===== src/hdl/fcr_pkg.sv =====
`timescale 1ns / 1ps
`default_nettype none

package fcr_pkg;

  localparam int unsigned CFG_INDEX_W = 8;
  localparam int unsigned CFG_DATA_W  = 8;

  // register indexes on the configuration channel
  localparam logic [CFG_INDEX_W-1:0] REG_HEAD_FIRST       = 8'd0;
  localparam logic [CFG_INDEX_W-1:0] REG_HEAD_SECOND      = 8'd1;
  localparam logic [CFG_INDEX_W-1:0] REG_TAIL_FIRST       = 8'd2;
  localparam logic [CFG_INDEX_W-1:0] REG_TAIL_SECOND      = 8'd3;
  localparam logic [CFG_INDEX_W-1:0] REG_SUM_CHECK_ENABLE = 8'd4;

  localparam logic [7:0] HEAD_FIRST_RESET  = 8'h55;
  localparam logic [7:0] HEAD_SECOND_RESET = 8'hAA;
  localparam logic [7:0] TAIL_FIRST_RESET  = 8'h0D;
  localparam logic [7:0] TAIL_SECOND_RESET = 8'h0A;

  // command codes
  localparam logic [7:0] CMD_DRIVE   = 8'h01;
  localparam logic [7:0] CMD_CONTROL = 8'h02;
  localparam logic [7:0] CMD_HORN    = 8'hF1;
  localparam logic [7:0] CMD_LIGHT   = 8'hF2;

  // function bits
  localparam logic [7:0] BIT_STOP  = 8'h01;
  localparam logic [7:0] BIT_LIGHT = 8'h02;
  localparam logic [7:0] BIT_HORN  = 8'h04;

  // data bytes that the decoder reads
  localparam int unsigned DECODE_BYTES = 4;
  localparam int unsigned DECODE_IDX_W = $clog2(DECODE_BYTES);

  typedef struct packed {
    logic [7:0] head_first;
    logic [7:0] head_second;
    logic [7:0] tail_first;
    logic [7:0] tail_second;
    logic       sum_check_enable;
  } fcr_cfg_t;

  typedef struct packed {
    logic              link_online;
    logic              run_allowed;
    logic [7:0]        function_bits;
    logic [7:0]        horn_request;
    logic [7:0]        light_request;
    logic signed [7:0] speed_command;
    logic signed [7:0] steer_command;
    logic [7:0]        mode_command;
    logic [31:0]       last_frame_time;
    logic [7:0]        last_command;
  } fcr_status_t;

  typedef struct packed {
    logic        frame_accepted;
    fcr_status_t status;
  } fcr_result_t;

endpackage

`default_nettype wire


===== src/hdl/fcr_if.sv =====
`timescale 1ns / 1ps
`default_nettype none

interface fcr_in_if;
  logic        valid;
  logic        ready;
  logic [7:0]  rx_byte;
  logic [31:0] now_ms;

  modport source (output valid, output rx_byte, output now_ms, input ready);
  modport sink   (input valid, input rx_byte, input now_ms, output ready);
endinterface

interface fcr_out_if;
  logic              valid;
  logic              ready;
  logic              frame_accepted;
  logic              link_online;
  logic              run_allowed;
  logic [7:0]        function_bits;
  logic [7:0]        horn_request;
  logic [7:0]        light_request;
  logic signed [7:0] speed_command;
  logic signed [7:0] steer_command;
  logic [7:0]        mode_command;
  logic [31:0]       last_frame_time;
  logic [7:0]        last_command;

  modport source (
    output valid, output frame_accepted, output link_online, output run_allowed,
    output function_bits, output horn_request, output light_request,
    output speed_command, output steer_command, output mode_command,
    output last_frame_time, output last_command, input ready
  );
  modport sink (
    input valid, input frame_accepted, input link_online, input run_allowed,
    input function_bits, input horn_request, input light_request,
    input speed_command, input steer_command, input mode_command,
    input last_frame_time, input last_command, output ready
  );
endinterface

interface fcr_cfg_if;
  logic       valid;
  logic       ready;
  logic [7:0] index;
  logic [7:0] data;

  modport source (output valid, output index, output data, input ready);
  modport sink   (input valid, input index, input data, output ready);
endinterface

`default_nettype wire


===== src/hdl/fcr_cfg_regs.sv =====
`timescale 1ns / 1ps
`default_nettype none

module fcr_cfg_regs
  import fcr_pkg::*;
(
  input  wire logic clk,
  input  wire logic rst,
  fcr_cfg_if.sink   cfg_ch,
  output fcr_cfg_t  cfg
);

  assign cfg_ch.ready = 1'b1;

  always_ff @(posedge clk) begin
    if (rst) begin
      cfg.head_first       <= HEAD_FIRST_RESET;
      cfg.head_second      <= HEAD_SECOND_RESET;
      cfg.tail_first       <= TAIL_FIRST_RESET;
      cfg.tail_second      <= TAIL_SECOND_RESET;
      cfg.sum_check_enable <= 1'b0;
    end else if (cfg_ch.valid) begin
      // drop writes to unknown indexes
      unique case (cfg_ch.index)
        REG_HEAD_FIRST:       cfg.head_first       <= cfg_ch.data;
        REG_HEAD_SECOND:      cfg.head_second      <= cfg_ch.data;
        REG_TAIL_FIRST:       cfg.tail_first       <= cfg_ch.data;
        REG_TAIL_SECOND:      cfg.tail_second      <= cfg_ch.data;
        REG_SUM_CHECK_ENABLE: cfg.sum_check_enable <= cfg_ch.data[0];
        default: ;
      endcase
    end
  end

endmodule

`default_nettype wire


===== src/hdl/fcr_parser.sv =====
`timescale 1ns / 1ps
`default_nettype none

module fcr_parser
  import fcr_pkg::*;
(
  input  wire logic        clk,
  input  wire logic        rst,
  input  wire logic        step,
  input  wire logic [7:0]  rx_byte,
  input  wire logic [31:0] now_ms,
  input  wire fcr_cfg_t    cfg,
  output fcr_result_t      result
);

  typedef enum logic [2:0] {
    PH_HEAD1,
    PH_HEAD2,
    PH_CMD,
    PH_LEN,
    PH_DATA,
    PH_SUM,
    PH_TAIL1,
    PH_TAIL2
  } phase_t;

  localparam fcr_status_t STATUS_RESET = '{run_allowed: 1'b1, default: '0};

  phase_t      phase, phase_next;
  logic [7:0]  frame_command, frame_command_next;
  logic [7:0]  frame_length, frame_length_next;
  logic [7:0]  data_count, data_count_next;
  logic [7:0]  running_sum, running_sum_next;
  logic [7:0]  kept_data [DECODE_BYTES];
  logic        kept_we;
  fcr_status_t status, status_next;
  logic        accepted;
  logic [7:0]  d0;

  assign d0 = kept_data[0];

  always_comb begin
    phase_next         = phase;
    frame_command_next = frame_command;
    frame_length_next  = frame_length;
    data_count_next    = data_count;
    running_sum_next   = running_sum;
    status_next        = status;
    kept_we            = 1'b0;
    accepted           = 1'b0;

    unique case (phase)
      PH_HEAD1: begin
        if (rx_byte == cfg.head_first) begin
          phase_next       = PH_HEAD2;
          running_sum_next = '0;
        end
      end
      PH_HEAD2: begin
        phase_next = (rx_byte == cfg.head_second) ? PH_CMD : PH_HEAD1;
      end
      PH_CMD: begin
        frame_command_next = rx_byte;
        running_sum_next   = running_sum + rx_byte;
        phase_next         = PH_LEN;
      end
      PH_LEN: begin
        frame_length_next = rx_byte;
        running_sum_next  = running_sum + rx_byte;
        data_count_next   = '0;
        phase_next        = (rx_byte != 8'd0) ? PH_DATA : PH_SUM;
      end
      PH_DATA: begin
        kept_we          = (data_count < 8'(DECODE_BYTES));
        data_count_next  = data_count + 8'd1;
        running_sum_next = running_sum + rx_byte;
        if (data_count_next >= frame_length) phase_next = PH_SUM;
      end
      PH_SUM: begin
        if (cfg.sum_check_enable && (rx_byte != running_sum)) phase_next = PH_HEAD1;
        else phase_next = PH_TAIL1;
      end
      PH_TAIL1: begin
        phase_next = (rx_byte == cfg.tail_first) ? PH_TAIL2 : PH_HEAD1;
      end
      PH_TAIL2: begin
        phase_next = PH_HEAD1;
        if (rx_byte == cfg.tail_second) begin
          accepted                    = 1'b1;
          status_next.link_online     = 1'b1;
          status_next.last_frame_time = now_ms;
          status_next.last_command    = frame_command;
          unique case (frame_command)
            CMD_DRIVE: begin
              if (frame_length != 8'd0) begin
                if (d0 == 8'd0) begin
                  status_next.run_allowed   = 1'b0;
                  status_next.function_bits = status.function_bits | BIT_STOP;
                end else begin
                  status_next.run_allowed   = 1'b1;
                  status_next.function_bits = status.function_bits & ~BIT_STOP;
                end
              end
            end
            CMD_HORN: begin
              if (frame_length != 8'd0) begin
                status_next.horn_request = d0;
                if (d0 != 8'd0) status_next.function_bits = status.function_bits | BIT_HORN;
                else status_next.function_bits = status.function_bits & ~BIT_HORN;
              end
            end
            CMD_LIGHT: begin
              if (frame_length != 8'd0) begin
                status_next.light_request = d0;
                if (d0 != 8'd0) status_next.function_bits = status.function_bits | BIT_LIGHT;
                else status_next.function_bits = status.function_bits & ~BIT_LIGHT;
              end
            end
            CMD_CONTROL: begin
              if (frame_length >= 8'(DECODE_BYTES)) begin
                status_next.speed_command = kept_data[0];
                status_next.steer_command = kept_data[1];
                status_next.function_bits = kept_data[2];
                status_next.mode_command  = kept_data[3];
                status_next.run_allowed   = ~kept_data[2][0];
              end
            end
            default: ;
          endcase
        end
      end
      default: phase_next = PH_HEAD1;
    endcase
  end

  assign result.frame_accepted = accepted;
  assign result.status         = status_next;

  always_ff @(posedge clk) begin
    if (rst) begin
      phase         <= PH_HEAD1;
      frame_command <= '0;
      frame_length  <= '0;
      data_count    <= '0;
      running_sum   <= '0;
      status        <= STATUS_RESET;
    end else if (step) begin
      phase         <= phase_next;
      frame_command <= frame_command_next;
      frame_length  <= frame_length_next;
      data_count    <= data_count_next;
      running_sum   <= running_sum_next;
      status        <= status_next;
    end
  end

  // only the first data bytes of a frame are kept
  always_ff @(posedge clk) begin
    if (step && kept_we) kept_data[data_count[DECODE_IDX_W-1:0]] <= rx_byte;
  end

endmodule

`default_nettype wire


===== src/hdl/fcr_out_stage.sv =====
`timescale 1ns / 1ps
`default_nettype none

module fcr_out_stage
  import fcr_pkg::*;
(
  input  wire logic        clk,
  input  wire logic        rst,
  input  wire logic        load,
  input  wire fcr_result_t result,
  output logic             space,
  fcr_out_if.source        out_ch
);

  logic        valid;
  fcr_result_t held;

  // take a new result when empty or when the held one leaves this cycle
  assign space = ~valid | out_ch.ready;

  always_ff @(posedge clk) begin
    if (rst) begin
      valid <= 1'b0;
    end else if (load) begin
      valid <= 1'b1;
    end else if (out_ch.ready) begin
      valid <= 1'b0;
    end
  end

  always_ff @(posedge clk) begin
    if (load) held <= result;
  end

  assign out_ch.valid           = valid;
  assign out_ch.frame_accepted  = held.frame_accepted;
  assign out_ch.link_online     = held.status.link_online;
  assign out_ch.run_allowed     = held.status.run_allowed;
  assign out_ch.function_bits   = held.status.function_bits;
  assign out_ch.horn_request    = held.status.horn_request;
  assign out_ch.light_request   = held.status.light_request;
  assign out_ch.speed_command   = held.status.speed_command;
  assign out_ch.steer_command   = held.status.steer_command;
  assign out_ch.mode_command    = held.status.mode_command;
  assign out_ch.last_frame_time = held.status.last_frame_time;
  assign out_ch.last_command    = held.status.last_command;

endmodule

`default_nettype wire


===== src/hdl/framed_command_receiver_unit.sv =====
`timescale 1ns / 1ps
`default_nettype none

// Channel   Dir  Payload
// in_ch     in   rx_byte[7:0], now_ms[31:0]
// out_ch    out  frame_accepted, link state and last command fields
// cfg_ch    in   index[7:0], data[7:0]
//
// One byte per cycle unless out_ch stalls: the parser updates its state and
// forms the result in the cycle the byte is accepted; the result register
// shows it in the next cycle. A result is produced for every byte.
// Reset (rst, synchronous) returns the parser to header search and restores
// register defaults. When out_ch stalls, one result is held and in_ch.ready
// drops until it is taken. cfg_ch is always ready.
module framed_command_receiver_unit
  import fcr_pkg::*;
(
  input wire logic  clk,
  input wire logic  rst,
  fcr_in_if.sink    in_ch,
  fcr_out_if.source out_ch,
  fcr_cfg_if.sink   cfg_ch
);

  fcr_cfg_t    cfg;
  fcr_result_t result;
  logic        space;
  logic        step;

  assign in_ch.ready = space;
  assign step        = in_ch.valid & space;

  fcr_cfg_regs u_cfg (
    .clk    (clk),
    .rst    (rst),
    .cfg_ch (cfg_ch),
    .cfg    (cfg)
  );

  fcr_parser u_parser (
    .clk     (clk),
    .rst     (rst),
    .step    (step),
    .rx_byte (in_ch.rx_byte),
    .now_ms  (in_ch.now_ms),
    .cfg     (cfg),
    .result  (result)
  );

  fcr_out_stage u_out (
    .clk    (clk),
    .rst    (rst),
    .load   (step),
    .result (result),
    .space  (space),
    .out_ch (out_ch)
  );

endmodule

`default_nettype wire


===== src/flat_wrapper.sv =====
// flat-port wrapper written by rule: the top's interface ports become plain ports
module framed_command_receiver_unit_flat import fcr_pkg::*;
  (clk, rst, in_ch_valid, in_ch_rx_byte, in_ch_now_ms, in_ch_ready, out_ch_valid, out_ch_frame_accepted, out_ch_link_online, out_ch_run_allowed, out_ch_function_bits, out_ch_horn_request, out_ch_light_request, out_ch_speed_command, out_ch_steer_command, out_ch_mode_command, out_ch_last_frame_time, out_ch_last_command, out_ch_ready, cfg_ch_valid, cfg_ch_index, cfg_ch_data, cfg_ch_ready);
  fcr_in_if in_ch_i ();
  fcr_out_if out_ch_i ();
  fcr_cfg_if cfg_ch_i ();
  input wire logic clk;
  input wire logic rst;
  input wire logic [$bits(in_ch_i.valid)-1:0] in_ch_valid;
  input wire logic [$bits(in_ch_i.rx_byte)-1:0] in_ch_rx_byte;
  input wire logic [$bits(in_ch_i.now_ms)-1:0] in_ch_now_ms;
  output wire logic [$bits(in_ch_i.ready)-1:0] in_ch_ready;
  output wire logic [$bits(out_ch_i.valid)-1:0] out_ch_valid;
  output wire logic [$bits(out_ch_i.frame_accepted)-1:0] out_ch_frame_accepted;
  output wire logic [$bits(out_ch_i.link_online)-1:0] out_ch_link_online;
  output wire logic [$bits(out_ch_i.run_allowed)-1:0] out_ch_run_allowed;
  output wire logic [$bits(out_ch_i.function_bits)-1:0] out_ch_function_bits;
  output wire logic [$bits(out_ch_i.horn_request)-1:0] out_ch_horn_request;
  output wire logic [$bits(out_ch_i.light_request)-1:0] out_ch_light_request;
  output wire logic [$bits(out_ch_i.speed_command)-1:0] out_ch_speed_command;
  output wire logic [$bits(out_ch_i.steer_command)-1:0] out_ch_steer_command;
  output wire logic [$bits(out_ch_i.mode_command)-1:0] out_ch_mode_command;
  output wire logic [$bits(out_ch_i.last_frame_time)-1:0] out_ch_last_frame_time;
  output wire logic [$bits(out_ch_i.last_command)-1:0] out_ch_last_command;
  input wire logic [$bits(out_ch_i.ready)-1:0] out_ch_ready;
  input wire logic [$bits(cfg_ch_i.valid)-1:0] cfg_ch_valid;
  input wire logic [$bits(cfg_ch_i.index)-1:0] cfg_ch_index;
  input wire logic [$bits(cfg_ch_i.data)-1:0] cfg_ch_data;
  output wire logic [$bits(cfg_ch_i.ready)-1:0] cfg_ch_ready;
  assign in_ch_i.valid = in_ch_valid;
  assign in_ch_i.rx_byte = in_ch_rx_byte;
  assign in_ch_i.now_ms = in_ch_now_ms;
  assign in_ch_ready = in_ch_i.ready;
  assign out_ch_valid = out_ch_i.valid;
  assign out_ch_frame_accepted = out_ch_i.frame_accepted;
  assign out_ch_link_online = out_ch_i.link_online;
  assign out_ch_run_allowed = out_ch_i.run_allowed;
  assign out_ch_function_bits = out_ch_i.function_bits;
  assign out_ch_horn_request = out_ch_i.horn_request;
  assign out_ch_light_request = out_ch_i.light_request;
  assign out_ch_speed_command = out_ch_i.speed_command;
  assign out_ch_steer_command = out_ch_i.steer_command;
  assign out_ch_mode_command = out_ch_i.mode_command;
  assign out_ch_last_frame_time = out_ch_i.last_frame_time;
  assign out_ch_last_command = out_ch_i.last_command;
  assign out_ch_i.ready = out_ch_ready;
  assign cfg_ch_i.valid = cfg_ch_valid;
  assign cfg_ch_i.index = cfg_ch_index;
  assign cfg_ch_i.data = cfg_ch_data;
  assign cfg_ch_ready = cfg_ch_i.ready;
  framed_command_receiver_unit u_core (.clk(clk), .rst(rst), .in_ch(in_ch_i), .out_ch(out_ch_i), .cfg_ch(cfg_ch_i));
endmodule

===== config.mk =====
export PLATFORM = sky130hd
export DESIGN_NAME = framed_command_receiver_unit_flat
export DESIGN_NICKNAME = d
export VERILOG_FILES = /design/src/hdl/fcr_pkg.sv /design/src/hdl/fcr_if.sv /design/src/hdl/fcr_cfg_regs.sv /design/src/hdl/fcr_parser.sv /design/src/hdl/fcr_out_stage.sv /design/src/hdl/framed_command_receiver_unit.sv /design/src/flat_wrapper.sv
export SDC_FILE = /design/constraint.sdc
export NUM_CORES = 1
export LEC_CHECK = 0
export ABC_AREA = 1
export ABC_CLOCK_PERIOD_IN_PS = 11900
export BUFFER_PORTS_ARGS = -buffer_cell sky130_fd_sc_hd__buf_2
export CAP_MARGIN = 20
export CORE_UTILIZATION = 60
export CTS_CLUSTER_DIAMETER = 200
export DETAILED_ROUTE_END_ITERATION = 16
export PLACE_DENSITY = 0.82
export SYNTH_ARGS = -nofsm -noshare
export SYNTH_HDL_FRONTEND = slang
export SYNTH_HIERARCHICAL = 1
export SYNTH_SLANG_ARGS = --single-unit

===== constraint.sdc =====
create_clock -name clk -period 11.9 [get_ports clk]
set_clock_uncertainty 0.05 [all_clocks]
set_input_delay 1.19 -clock clk [delete_from_list [all_inputs] [get_ports clk]]
set_output_delay 1.19 -clock clk [all_outputs]
set_load 0.02 [all_outputs]

## After elaboration in Yosys (flattened, before gate mapping)

Memory sizes are Yosys's and may differ from the RTL's.
Index checks and enable logic that the tools add are counted.

| storage, ports and cells | value |
|---|---|
| flip-flop bits (word level) | 250 |
| latch bits | 0 |
| RAM bits | 32 |
| bits in read-only memories | 0 |
| output and inout port bits | 94 |
| logic and storage cells | 118 |
| memories | 1 |

Memory list:

| name | words | width | read ports | clocked after Yosys merged registers in | write ports | line | text |
|---|---|---|---|---|---|---|---|
| u_core.u_parser.kept_data | 4 | 8 | 4 | 0 | 1 | fcr_parser.sv:34 | `logic [7:0] kept_data [DECODE_BYTES];` |

| cells by class | value |
|---|---|
| add/sub/neg operators | 2 |
| multipliers | 0 |
| div/mod/pow operators | 0 |
| order comparisons | 3 |
| equal/unequal tests | 22 |
| shift-type cells | 0 |
| muxes and demuxes | 32 |
| bitwise gates (word level) | 4 |
| reductions and logical operators | 22 |

Operators by type and width:

| cell | count |
|---|---|
| $mux 90 | 2 |
| $mux 24 | 2 |
| $eq 8x8->1 | 4 |
| $mux 8 | 4 |
| $pmux 8 s2 | 2 |
| $pmux 8 s4 | 1 |
| $mux 9 | 3 |
| $eq 8x2->1 const B | 3 |
| $pmux 3 s8 | 1 |
| $reduce_bool 8->1 | 3 |
| $eq 8x1->1 const B | 2 |
| $eq 8x8->1 const B | 2 |
| $logic_not 8->1 | 2 |
| $reduce_and 2->1 | 8 |
| $mux 3 | 5 |
| $eq 3x3->1 const B | 4 |
| $mux 11 | 1 |
| $add 8x1->8 const B | 1 |
| $add 8x8->8 | 1 |
| $eq 8x3->1 const B | 1 |
| $ge 8x3->1 const B | 1 |
| $ge 8x8->1 | 1 |
| $lt 8x3->1 const B | 1 |
| $ne 8x8->1 | 1 |
| 14 further kinds | 29 |

## Logic depth before layout (Yosys ltp)

An unclocked memory read counts as a cell.

| logic depth | value |
|---|---|
| depth after elaboration | 7 |
| depth in mapped cells | 16 |
| mapped depth without buffers | 16 |

## Cells and area by module

Netlist, hierarchy kept.

By module, submodules not included:

| module | instances | cells each | area each (um^2) | sequential area each (um^2) |
|---|---|---|---|---|
| fcr_parser | 1 | 1191 | 8456.9 | 3463.3 |
| fcr_out_stage | 1 | 96 | 2775.2 | 2752.6 |
| fcr_cfg_regs | 1 | 203 | 1482.7 | 660.6 |
| framed_command_receiver_unit | 1 | 2 | 7.5 | 0.0 |

## Worst setup path after synthesis

No wires, ideal clock.

| timing path | value |
|---|---|
| kind | input to register |
| from | in out_ch_ready |
| to | mem u_core.u_parser.kept_data[0][0], enable pin |
| library setup time | 0.371 ns |
| data arrival time | 4.817 ns |
| data required time | 11.479 ns |
| setup slack | 6.662 ns |
| cell stages on the path | 9 |
| path through | inv_1 nand2_2 nand2_1 inv_1 inv_1 clkbuf_1 nor2_1 nand3_1 nor2_1 |

| between the ends | value |
|---|---|
| cells in the longest elaborated chain, start to end | 5 |

Ends and longest elaborated chain:

| element | line | text |
|---|---|---|
| start, declared | flat_wrapper.sv:25 | `input wire logic [$bits(out_ch_i.ready)-1:0] out_ch_ready;` |
| $or 1x1->1 | fcr_out_stage.sv:19 | `assign space = ~valid \| out_ch.ready;` |
| named net in_ch_ready | flat_wrapper.sv:12 | `output wire logic [$bits(in_ch_i.ready)-1:0] in_ch_ready;` |
| $and 1x1->1 | framed_command_receiver_unit.sv:31 | `assign step = in_ch.valid & space;` |
| named net u_core.step | framed_command_receiver_unit.sv:28 | `logic step;` |
| $logic_and 1x1->1 | fcr_parser.sv:159 | `if (step && kept_we) kept_data[data_count[DECODE_IDX_W-1:0]] <= rx_byte;` |
| $mux 1 | fcr_parser.sv:159 |  |
| $mux 1 (implied by the code) | fcr_parser.sv:159 |  |
| end, declared | fcr_parser.sv:34 |  |

The timed path passes the listed nets, and every way through them passes these cells.

## Final worst setup path

| timing path | value |
|---|---|
| from | in out_ch_ready |
| to | mem u_core.u_parser.kept_data[2][2], enable pin |

| between the ends | value |
|---|---|
| cells in the longest elaborated chain, start to end | 5 |

Ends and longest elaborated chain:

| element | line |
|---|---|
| $or 1x1->1 | fcr_out_stage.sv:19 |
| $and 1x1->1 | framed_command_receiver_unit.sv:31 |
| named net u_core.step | framed_command_receiver_unit.sv:28 |
| $logic_and 1x1->1 | fcr_parser.sv:159 |
| $mux 1 | fcr_parser.sv:159 |
| $mux 1 (implied by the code) | fcr_parser.sv:159 |

The timed path passes the listed nets, and every way through them passes these cells.

==> results.sh <==
export IMPL_syn_avg_cell_area_sq_um=8.53
export IMPL_vias=10300
export IMPL_synthArstFlopShare=0
export IMPL_dieArea_sq_mm=0.0218
export IMPL_cp_cell_sequence="buf_2 > inv_1 > nand2_2 > nand2_1 > inv_4 > inv_1 > nor2_1 > nand3_1 > nor2_1"
export IMPL_period_minus_slack_ns=3.63
export IMPL_finalSetupViolCount=0
export IMPL_leakagePower_uw=0.00650
export IMPL_synth_fp_nets=1573
export IMPL_synth_edf_count=123
export IMPL_synthCells=1492
export IMPL_die_height_microns=148
export IMPL_cp_top_family="simple AND/OR/NAND/NOR gates"
export IMPL_grt_pass1_wl_mm=45.9
export IMPL_yosysWarnings=6
export IMPL_fmax_mhz=276
export IMPL_grtUsageTotal=0.259
export IMPL_final_cell_mix="271 x nand2_1, 192 x inv_1, 190 x nor2_1"
export IMPL_boundaryPins=155
export IMPL_cts_path_max_buffers=3
export IMPL_dpl_hpwl_mm=18.8
export IMPL_ys_types=44
export IMPL_maxSlewViolCount=0
export IMPL_cts_clk_slew_worst_paths_ns=0.06
export IMPL_synth_seq_cells=282
export IMPL_chipWidth_microns=148
export IMPL_relSlewSlack=0.376
export IMPL_post_route_drc_count=0
export IMPL_worstMarginPinSlew_ns=0.935
export IMPL_overflow=0
export IMPL_p_total_uw=2320
export IMPL_syn_to_final_growth_pct=14.1
export IMPL_drt_total_wl_mm=28.3
export IMPL_slowest_stage="nor2_1"
export IMPL_antenna_found_initial=0
export IMPL_path_class="input pin to flip-flop"
export IMPL_fin_util=0.708
export IMPL_vdd_drop_max_v=0.0000833
export IMPL_synth_top_flop_cell="dfxtp_1"
export IMPL_hold_violations=0
export IMPL_layout_commonest_cell="nand2_1"
export IMPL_grt_max_degree=88
export IMPL_placed_area_sq_mm=0.0136
export IMPL_clkLatencyLatePin_ns=0.53
export IMPL_cts_hold_buffers=0
export IMPL_grt_pass1_vias=9598
export IMPL_clock_sinks=282
export IMPL_drt_iter0_markers=859
export IMPL_wire_per_inst_microns=14.8
export IMPL_postCtsSetupBuffers=0
export IMPL_yosysSeqAreaShare=0.541
export IMPL_cp_start_kind="input pin"
export IMPL_core_sq_mm=0.0205
export IMPL_initial_core_util=0.621
export IMPL_crit_path_max_incr_delay_ns=0.65
export IMPL_powerDensity_mw_per_mm2=160
export IMPL_drtPass1Iterations=6
export IMPL_cp_required_ns=12.02
export IMPL_critPathBufInv=4
export IMPL_worstPathArrival_ns=3.74
export IMPL_vias_per_cell=5.39
export IMPL_fin_nets=1698
export IMPL_placedCellCount=1857
export IMPL_outcome="complete, no violations"
export IMPL_clk_root_buffer_cell="clkbuf_16"
export IMPL_num_antenna_cells=0
export IMPL_hold_class="flip-flop to flip-flop"
export IMPL_maxCapViolCount=0
export IMPL_rows=52
export IMPL_final_cell_area_sq_mm=0.0145
export IMPL_ant_nets=0
export IMPL_syn_cell_area_sq_mm=0.0127
export IMPL_drive_gt1_frac=0.177
export IMPL_r2r_slack_ns=8.73
export IMPL_tritoncts="built"
export IMPL_fin_crit_sh=0.305
export IMPL_cts_buffers=28
export IMPL_final_cells=1909
export IMPL_postCtsResizedCells=0
export IMPL_cp_max_fo=64
export IMPL_rsz0062_at_grt="false"
export IMPL_cts_htree_levels=1
export IMPL_place_congestion=0.862
export IMPL_port_buffer_count=153
export IMPL_finalSetupTns_ns=0
export IMPL_endpoint_kind="flip-flop"
state kept, by name (all words and copies together), names as in the netlist, 32 cells and up:
signal,flops
u_core/u_parser/status,90
u_core/u_cfg/cfg,33
u_core/u_out/out_ch.last_frame_time,32
u_core/u_parser/kept_data,32
final timing paths:
path,startpoint,end,cells past startpoint
worst max-delay path,out_ch_ready,u_core/u_parser/kept_data[2][2]$_DFFE_PP_,9
worst min register to register,u_core/u_parser/status[14]$_SDFFE_PP0P_,u_core/u_parser/status[14]$_SDFFE_PP0P_,2
worst max register to register,u_core/u_out/out_ch.valid$_SDFFE_PP0P_,u_core/u_parser/kept_data[2][2]$_DFFE_PP_,7
worst min-delay path,u_core/u_parser/status[14]$_SDFFE_PP0P_,u_core/u_parser/status[14]$_SDFFE_PP0P_,2
layer usage:
metal	vias to the layer above	track usage	part of all wire
li1	5075	-	-
met1	4769	0.339	0.42
met2	383	0.445	0.49
met3	54	0.0330	0.066
met4	0	0.0830	0.022
met5	-	0	0
stage by stage:
step           hold slack (ns)  setup slack, ns
2_1_floorplan            0.375             6.66
3_3_place_gp             0.384             7.98
3_5_place_dp             0.390             7.85
4_1_cts                  0.399             8.35
5_1_grt                  0.414             8.11
6_report                 0.396             8.27
area by class of cell:
cell class / instances / area (sq um)
sequential: 282 / 6880
inverter: 196 / 738
multi-input combinational: 948 / 4760
clock buffer: 35 / 798
fill: 1530 / 5970
tap: 270 / 338
clock inverter: 17 / 164
timing repair buffer: 161 / 846
cells in the mapped netlist, types with 4 or more instances:
cell type | count | area [sq um]
o21ai_1 | 45 | 225
ha_1 | 19 | 238
buf_2 | 11 | 55.1
a21oi_1 | 91 | 455
buf_4 | 8 | 60.1
buf_6 | 5 | 56.3
xnor2_1 | 14 | 123
nor2_4 | 7 | 78.8
buf_1 | 4 | 15.0
inv_1 | 193 | 724
nand2_2 | 27 | 169
o21ai_2 | 24 | 210
edfxtp_1 | 123 | 3690
nor3_1 | 8 | 40.0
xor2_1 | 17 | 149
o21ai_0 | 102 | 510
o211ai_1 | 4 | 30.0
clkbuf_1 | 36 | 135
nand4_1 | 12 | 75.1
nor2_1 | 190 | 713
nand2_1 | 271 | 1020
nand3_1 | 87 | 435
dfxtp_1 | 159 | 3180
logic make-up (layout without fill, tap and decap cells):
group / count (synthesis) / in the layout / synth area share
compound gates: 273 / 273 / 0.117
xor+xnor: 31 / 31 / 0.0213
fa+ha+maj: 20 / 20 / 0.0203
buf+inv: 262 / 409 / 0.0854
flops: 282 / 282 / 0.541
other cells: 1 / 1 / 0.000295
simple gates: 623 / 623 / 0.216
power by group:
group / total [uW] / switching [uW] / internal, uW
logic: 315 / 219 / 96.1
clock network: 898 / 360 / 539
registers: 1100 / 36.7 / 1070
worst min-delay path: stages, from the launching register on:
cell and delay [ns]:
dfxtp_1 0.30, inv_1 0.05, a21oi_1 0.05
(Power assumes the default switching activity.)
